## src/design/rpe_pkg.sv

```systemverilog
`timescale 1ns / 1ps
`default_nettype none
// Shared types and constants for the reprojection error inlier check.
// Used by rpe_mul and reprojection_error_inlier_check_top; depends on nothing.
package rpe_pkg;

    localparam int MAX_VIEWS_DEF = 16;
    localparam int FRAC_BITS_DEF = 16;

    localparam logic [31:0] ALLOWED_ERROR_RST  = 32'd131072;
    localparam logic [4:0]  MIN_GOOD_VIEWS_RST = 5'd2;
    localparam logic [4:0]  ACTIVE_VIEWS_RST   = 5'd0;

    // Operand and product widths of the shared multiplier.
    localparam int OPW   = 128;
    localparam int PRODW = 256;

    typedef enum logic [1:0] {
        REG_ALLOWED_ERROR  = 2'd0,
        REG_MIN_GOOD_VIEWS = 2'd1,
        REG_ACTIVE_VIEWS   = 2'd2
    } cfg_index_t;

    typedef enum logic [4:0] {
        ST_IDLE,
        ST_VIEW,
        ST_HRD,
        ST_HMUL,
        ST_HWAIT,
        ST_CHK,
        ST_XRD,
        ST_XMUL,
        ST_XWAIT,
        ST_YRD,
        ST_YMUL,
        ST_YWAIT,
        ST_SQX,
        ST_SQXW,
        ST_SQY,
        ST_SQYW,
        ST_AE,
        ST_AEW,
        ST_RSQ,
        ST_RSQW,
        ST_CMP,
        ST_NEXT,
        ST_DONE
    } state_t;

    typedef struct packed {
        logic              kind;
        logic [3:0]        view_index;
        logic [3:0]        word_index;
        logic signed [31:0] word_value;
        logic signed [31:0] point_x;
        logic signed [31:0] point_y;
        logic signed [31:0] point_z;
    } in_t;

    typedef struct packed {
        logic       is_bad;
        logic [4:0] good_count;
    } out_t;

endpackage
`default_nettype wire

```

## src/design/rpe_mul.sv

```systemverilog
`timescale 1ns / 1ps
`default_nettype none
// Multi-cycle signed multiplier built on one 32x32 unsigned partial product per cycle.
// Depends on rpe_pkg for operand and product widths.
module rpe_mul (
    input  wire logic                          aclk,
    input  wire logic                          aresetn,
    input  wire logic                          start,
    input  wire logic signed [rpe_pkg::OPW-1:0] a,
    input  wire logic signed [rpe_pkg::OPW-1:0] b,
    input  wire logic [1:0]                    a_last,
    input  wire logic [1:0]                    b_last,
    output logic                               done,
    output logic [rpe_pkg::PRODW-1:0]          prod
);

    logic [rpe_pkg::OPW-1:0]   mag_a_reg;
    logic [rpe_pkg::OPW-1:0]   mag_b_reg;
    logic                      neg_reg;
    logic [1:0]                ia_reg;
    logic [1:0]                ib_reg;
    logic [1:0]                al_reg;
    logic [1:0]                bl_reg;
    logic                      run_reg;
    logic                      fin_reg;
    logic                      done_reg;
    logic [rpe_pkg::PRODW-1:0] acc_reg;

    logic [63:0]               part;
    logic [2:0]                limb_sum;
    logic [rpe_pkg::PRODW-1:0] part_shifted;

    always_comb begin
        part         = 64'(mag_a_reg[{ia_reg, 5'b0} +: 32]) * 64'(mag_b_reg[{ib_reg, 5'b0} +: 32]);
        limb_sum     = 3'(ia_reg) + 3'(ib_reg);
        part_shifted = {{(rpe_pkg::PRODW-64){1'b0}}, part} << {limb_sum, 5'b0};
    end

    always_ff @(posedge aclk) begin
        if (!aresetn) begin
            run_reg  <= 1'b0;
            fin_reg  <= 1'b0;
            done_reg <= 1'b0;
        end else begin
            done_reg <= 1'b0;
            if (start) begin
                run_reg <= 1'b1;
                fin_reg <= 1'b0;
            end else if (run_reg) begin
                if (ib_reg == bl_reg && ia_reg == al_reg) begin
                    run_reg <= 1'b0;
                    fin_reg <= 1'b1;
                end
            end else if (fin_reg) begin
                fin_reg  <= 1'b0;
                done_reg <= 1'b1;
            end
        end
    end

    always_ff @(posedge aclk) begin
        if (start) begin
            mag_a_reg <= a[rpe_pkg::OPW-1] ? -a : a;
            mag_b_reg <= b[rpe_pkg::OPW-1] ? -b : b;
            neg_reg   <= a[rpe_pkg::OPW-1] ^ b[rpe_pkg::OPW-1];
            al_reg    <= a_last;
            bl_reg    <= b_last;
            ia_reg    <= 2'd0;
            ib_reg    <= 2'd0;
            acc_reg   <= '0;
        end else if (run_reg) begin
            acc_reg <= acc_reg + part_shifted;
            if (ib_reg == bl_reg) begin
                ib_reg <= 2'd0;
                ia_reg <= ia_reg + 2'd1;
            end else begin
                ib_reg <= ib_reg + 2'd1;
            end
        end else if (fin_reg) begin
            // Sign is applied once to the accumulated magnitude.
            acc_reg <= neg_reg ? -acc_reg : acc_reg;
        end
    end

    assign done = done_reg;
    assign prod = acc_reg;

endmodule
`default_nettype wire

```

## config.mk

```make
export PLATFORM = sky130hd
export DESIGN_NAME = rpe_mul
export DESIGN_NICKNAME = d
export VERILOG_FILES = /design/src/design/rpe_pkg.sv /design/src/design/rpe_mul.sv
export SDC_FILE = /design/constraint.sdc
export NUM_CORES = 2
export LEC_CHECK = 0
export ABC_CLOCK_PERIOD_IN_PS = 16000
export BUFFER_PORTS_ARGS = -buffer_cell sky130_fd_sc_hd__buf_2
export CAP_MARGIN = 10
export CORE_UTILIZATION = 25
export DETAILED_ROUTE_END_ITERATION = 16
export SYNTH_ARGS = -nofsm -noshare
export SYNTH_HDL_FRONTEND = slang
export SYNTH_SLANG_ARGS = --single-unit
```

## constraint.sdc

```tcl
create_clock -name aclk -period 16 [get_ports aclk]
set_input_delay 1.6 -clock aclk [delete_from_list [all_inputs] [get_ports aclk]]
set_output_delay 1.6 -clock aclk [all_outputs]
set_load 0.1 [all_outputs]
```

# Word-level counts from Yosys, hierarchy flattened
# Cells that the tools add are included.
[classes]
n_reduce_logical = 7
addsub = 7
shifts = 3
muxes = 10
eq_ne = 2
n_bitwise = 3
multipliers = 1
[op_table]
columns = ["cell", "count"]
rows = [
  ["2-to-1 mux 256 bit", 3],
  ["adder 256 bit", 1],
  ["negation 128 bit", 2],
  ["negation 256 bit", 1],
  ["variable part select 128 x 8 -> 32 bit", 2],
  ["left shift 64 x 8 -> 256 bit", 1],
  ["2-to-1 mux 127 bit", 2],
  ["multiplier 32 x 32 -> 64 bit", 1],
  ["OR reduction 3 bit", 2],
  ["adder 2 x 1 -> 2 bit, second input constant", 2],
  ["== test 2 bit", 2],
  ["2-to-1 mux 1 bit", 4],
  ["AND reduction 2 bit", 2],
  ["nonzero test 2 bit", 2],
  ["adder 2 x 2 -> 3 bit", 1],
  ["2-to-1 mux 2 bit", 1],
  ["NOT 1 bit", 2],
  ["logical AND 1 bit", 1],
  ["XOR 1 bit", 1],
]
[totals]
in_bits = 263
reg_bits = 524
word_cells = 46

# Longest topological paths before layout
[depth]
depth_word = 5
mapped_depth = 55

# Worst setup path after synthesis
# OpenSTA, ideal clock, no wires.
[synth_timing]
path_kind = "register -> register"
from = "reg ib_reg[0]"
to = "reg acc_reg (netlist bit prod[249])"
period_less_slack_ns = 13.481
n_path_buf = 5
slack_ns = 2.519
stages_incl_launch_ff = 53
t_arrival_ns = 13.395
path_cell_list = "dfxtp_1 -> clkbuf_1 -> buf_1 -> clkbuf_1 -> mux2i_1 -> nand2_1 -> o21ai_1 -> clkbuf_1 -> nor2_1 -> fa_1 -> inv_1 -> fa_1 -> inv_1 -> fa_1 -> inv_1 -> fa_1 -> inv_1 -> fa_1 -> (+17 left out) -> xnor2_1 -> a21oi_1 -> nor2_1 -> ha_1 -> nand4_1 -> nor3_1 -> nand3_1 -> a31oi_1 -> o21ai_0 -> o21ai_1 -> a21o_1 -> a21oi_1 -> or4b_1 -> a2111oi_0 -> o21ai_1 -> o21a_1 -> mux2_1 -> a211oi_1"
[synth_via]
elab_chain_len = 5
[synth_rtl]
columns = ["item", "line", "text"]
rows = [
  ["start, declared", "rpe_mul.sv:21", "logic [1:0] ib_reg;"],
  ["start signal, assigned", "rpe_mul.sv:77", "ib_reg <= ib_reg + 2'd1;"],
  ["variable part select 128 x 8 -> 32 bit", "rpe_mul.sv:34", "part = 64'(mag_a_reg[{ia_reg, 5'b0} +: 32]) * 64'(mag_b_reg[{ib_reg, 5'b0} +: 32]);"],
  ["multiplier 32 x 32 -> 64 bit", "rpe_mul.sv:34", ""],
  ["left shift 64 x 8 -> 256 bit (*)", "rpe_mul.sv:36", "part_shifted = {{(rpe_pkg::PRODW-64){1'b0}}, part} << {limb_sum, 5'b0};"],
  ["adder 256 bit (*)", "rpe_mul.sv:72", "acc_reg <= acc_reg + part_shifted;"],
  ["2-to-1 mux 256 bit (*)", "rpe_mul.sv:71", "end else if (run_reg) begin"],
  ["end signal, assigned", "rpe_mul.sv:72", ""],
  ["end signal, assigned", "rpe_mul.sv:81", "acc_reg <= neg_reg ? -acc_reg : acc_reg;"],
  ["end, declared", "rpe_mul.sv:27", "logic [rpe_pkg::PRODW-1:0] acc_reg;"],
]
# Every way passes the cells marked *; elsewhere a longest branch is shown, timed or not.
# A chain may end at the register's enable or synchronous reset.

# Worst setup path after layout
[layout_timing]
from = "reg ib_reg[0]"
to = "reg acc_reg (netlist bit prod[244])"
# Same word-level chain as after synthesis.

==> impl_metrics.tcl <==
set metrics [dict create \
    status "completed" \
    fin_skew_ps 61.9 \
    chipHeight_um 578 \
    routedWlPerCell_um 28.0 \
    cts.sinks 524 \
    dr.pass1.iters 8 \
    vias 81885 \
    overflow 0 \
    avgSynthCellArea_sq_um 7.96 \
    row_count 211 \
    antenna_found_initial 63 \
    drive_above_1_share_pct 10.5 \
    worst-slew-pin-transition_ps 1410 \
    min_period_ps 15620 \
    crit_top_cell "fa_1" \
    coreArea_sq_um 330000 \
    root_buffer "clkbuf_16" \
    slew_viol_final 0 \
    hold_viol 0 \
    clockBufferDepth 3 \
    design.die.area_sq_um 334000 \
    hp-start "fin_reg" \
    critPathLaunch "ib_reg[0]" \
    synth_compound_area_share_pct 17.3 \
    vias_per_cell 5.40 \
    yosys.area_share.simple_pct 19.5 \
    hpwl_um 354000 \
    utilization_pct 28.4 \
    maxCapViolations 0 \
    start_util_pct 25.1 \
    netlist_area_sq_um 83000 \
    grt_max_degree 107 \
    synth.area.mux_share_pct 1.94 \
    cts_buffers 68 \
    nNetsFinal 12384 \
    ant_nets 0 \
    ios 520 \
    grt_use_total_pct 24.6 \
    largest_reg_flops 256 \
    synth-seq-cells 524 \
    yosys.area_share.adder_pct 29.5 \
    clock_latency_ps 740 \
    slew_headroom_pct 5.52 \
    worstSetupPathType "flop to flop" \
    yosys_warnings 0 \
    cp-start-kind "flop" \
    drt_iter0_markers 9416 \
    port_buffers 519 \
    cp.arrival_ps 16280 \
    postPlaceCellArea_sq_um 91200 \
    grt_pass1_vias 78409 \
    hold_buffers 0 \
    synth_ff_type "dfxtp_1" \
    path_max_fanout 25 \
    htree_num_levels 3 \
    final_area_sq_um 93800 \
    die_w_um 578 \
    setup_viol 0 \
    synthArstFlopShare_pct 0 \
    slowest_delay_ps 610 \
    globalplace.congestion 1.05 \
    fmax_ghz 0.0640 \
    ys_seq_area_share_pct 15.8 \
    synth_top_family_by_area "adder cells" \
    ys_types 93 \
    rsz0062_at_grt "yes" \
    most-common-layout-cells "nor2_1 (1436), nand2_1 (1089), inv_1 (1033)" \
    slowest_stage "o21ai_2" \
    layout_commonest_cell "nor2_1" \
    drc 0 \
    required_ps 16660 \
    routed_wl_um 424000 \
    synth-edff-count 261 \
    synth_cells 10425 \
    cts_tree "done" \
    finalCritPeriodShare_pct 97.6 \
    min_path_type "flop to flop" \
    endpoint_kind "flop" \
    r2r-start "ib_reg[0]" \
    synth-xor-area-share_pct 8.56 \
    synth.net_count 12108 \
    grt_pass1_wl_um 591000 \
    syn_to_final_growth_pct 12.9 \
    clk_pin_slew_ps 60 \
    fillerInstances 35814 \
]
## routing by layer
metal / GRT usage [%] / routed length, um / vias to the layer above
li1: - / - / 36052
met1: 32.3 / 174000 / 40318
met2: 36.5 / 178000 / 4490
met3: 5.82 / 42000 / 971
met4: 15.1 / 30100 / 54
met5: 0 / 343 / -
## cell families after synthesis
family	Yosys count
compound gates	2289
fa+ha+maj	1420
buf+inv	1633
mux	145
xor+xnor	811
flops	524
simple gates	3603
## worst max-delay path: cells and delay by family, from the launching register on
| family | cells | cell delay (ps) |
|---|---|---|
| AOI/OAI and AO/OA | 21 | 5530 |
| adders and majority gates | 10 | 5190 |
| and+or+nand+nor | 8 | 2030 |
| buffers and inverters | 9 | 1400 |
| DFF | 1 | 600 |
| muxes | 1 | 370 |
| xor gates and xnor gates | 1 | 370 |
## per-stage QoR
| step | TNS (ps) | hold slack (ps) | cells | worst slack [ps] |
|---|---|---|---|---|
| CTS | 0 | 539 | 15114 | 157 |
| global placement | -1250 | 519 | 14994 | -590 |
| floorplan | 0 | 438 | 10425 | 2520 |
| finish | 0 | 535 | 15152 | 383 |
| detailed placement | -1030 | 531 | 14995 | -462 |
| global route | -99.8 | 557 | 15119 | -96.4 |
## synthesized netlist by cell type, types with 10 or more instances
library cell | count | share of area (%)
o211ai_1 | 24 | 0.22
a21oi_1 | 620 | 3.7
mux2_2 | 67 | 0.91
inv_1 | 1034 | 4.7
and3_1 | 34 | 0.26
fa_1 | 898 | 22
nand3b_1 | 14 | 0.13
or4_1 | 60 | 0.54
and4_1 | 26 | 0.27
nand2b_1 | 67 | 0.50
o31ai_1 | 131 | 1.2
nor4_1 | 80 | 0.60
a2111oi_0 | 11 | 0.12
a41oi_1 | 11 | 0.12
or3_1 | 91 | 0.69
a31o_2 | 10 | 0.11
or2_2 | 49 | 0.37
xnor2_1 | 564 | 6.0
xor2_1 | 247 | 2.6
a31oi_1 | 95 | 0.72
a21boi_0 | 20 | 0.18
mux2i_1 | 71 | 0.86
clkbuf_1 | 553 | 2.5
o21ai_0 | 478 | 2.9
nor3_1 | 181 | 1.1
a21o_1 | 229 | 2.1
o21ai_1 | 49 | 0.30
buf_1 | 44 | 0.20
a221oi_1 | 13 | 0.14
a211oi_1 | 184 | 1.7
o22ai_1 | 107 | 0.81
nor2b_1 | 59 | 0.44
nand2_1 | 1090 | 4.9
o21a_1 | 92 | 0.83
o21bai_1 | 76 | 0.69
dfxtp_1 | 263 | 6.3
and2_1 | 61 | 0.46
o41ai_1 | 51 | 0.54
nand3_1 | 105 | 0.63
nand4_1 | 197 | 1.5
ha_1 | 522 | 7.9
nor2_1 | 1437 | 6.5
edfxtp_1 | 261 | 9.4
## final cells by class
type / instances / area (sq um) / area share (%)
timing repair buffer: 804 / 4820 / 5.14
inverter: 1035 / 3880 / 4.14
clock inverter: 36 / 425 / 0.454
tap: 4366 / 5460 / 5.83
multi-input combinational: 8268 / 64000 / 68.3
sequential: 524 / 13100 / 14.0
clock buffer: 83 / 1900 / 2.03
antenna: 36 / 90.1 / 0.0961
## path summary, 6_finish.rpt
check | slack (ps) | cells after the start | end
hold reg to reg | 530 | 2 | fin_reg
setup reg to reg | 380 | 50 | prod[244]
setup / recovery | 380 | 50 | prod[244]
hold / removal | 530 | 2 | fin_reg
## timing repair
item | CTS | global route
setup buffers | 0 | 1
gates resized for setup | 2 | 16
setup endpoints to repair | 4 | 21
pin swaps | 0 | 1
Power is left out: the tool's default activity adds up to more than one toggle a clock period on the data nets, which glitch-free logic cannot reach.
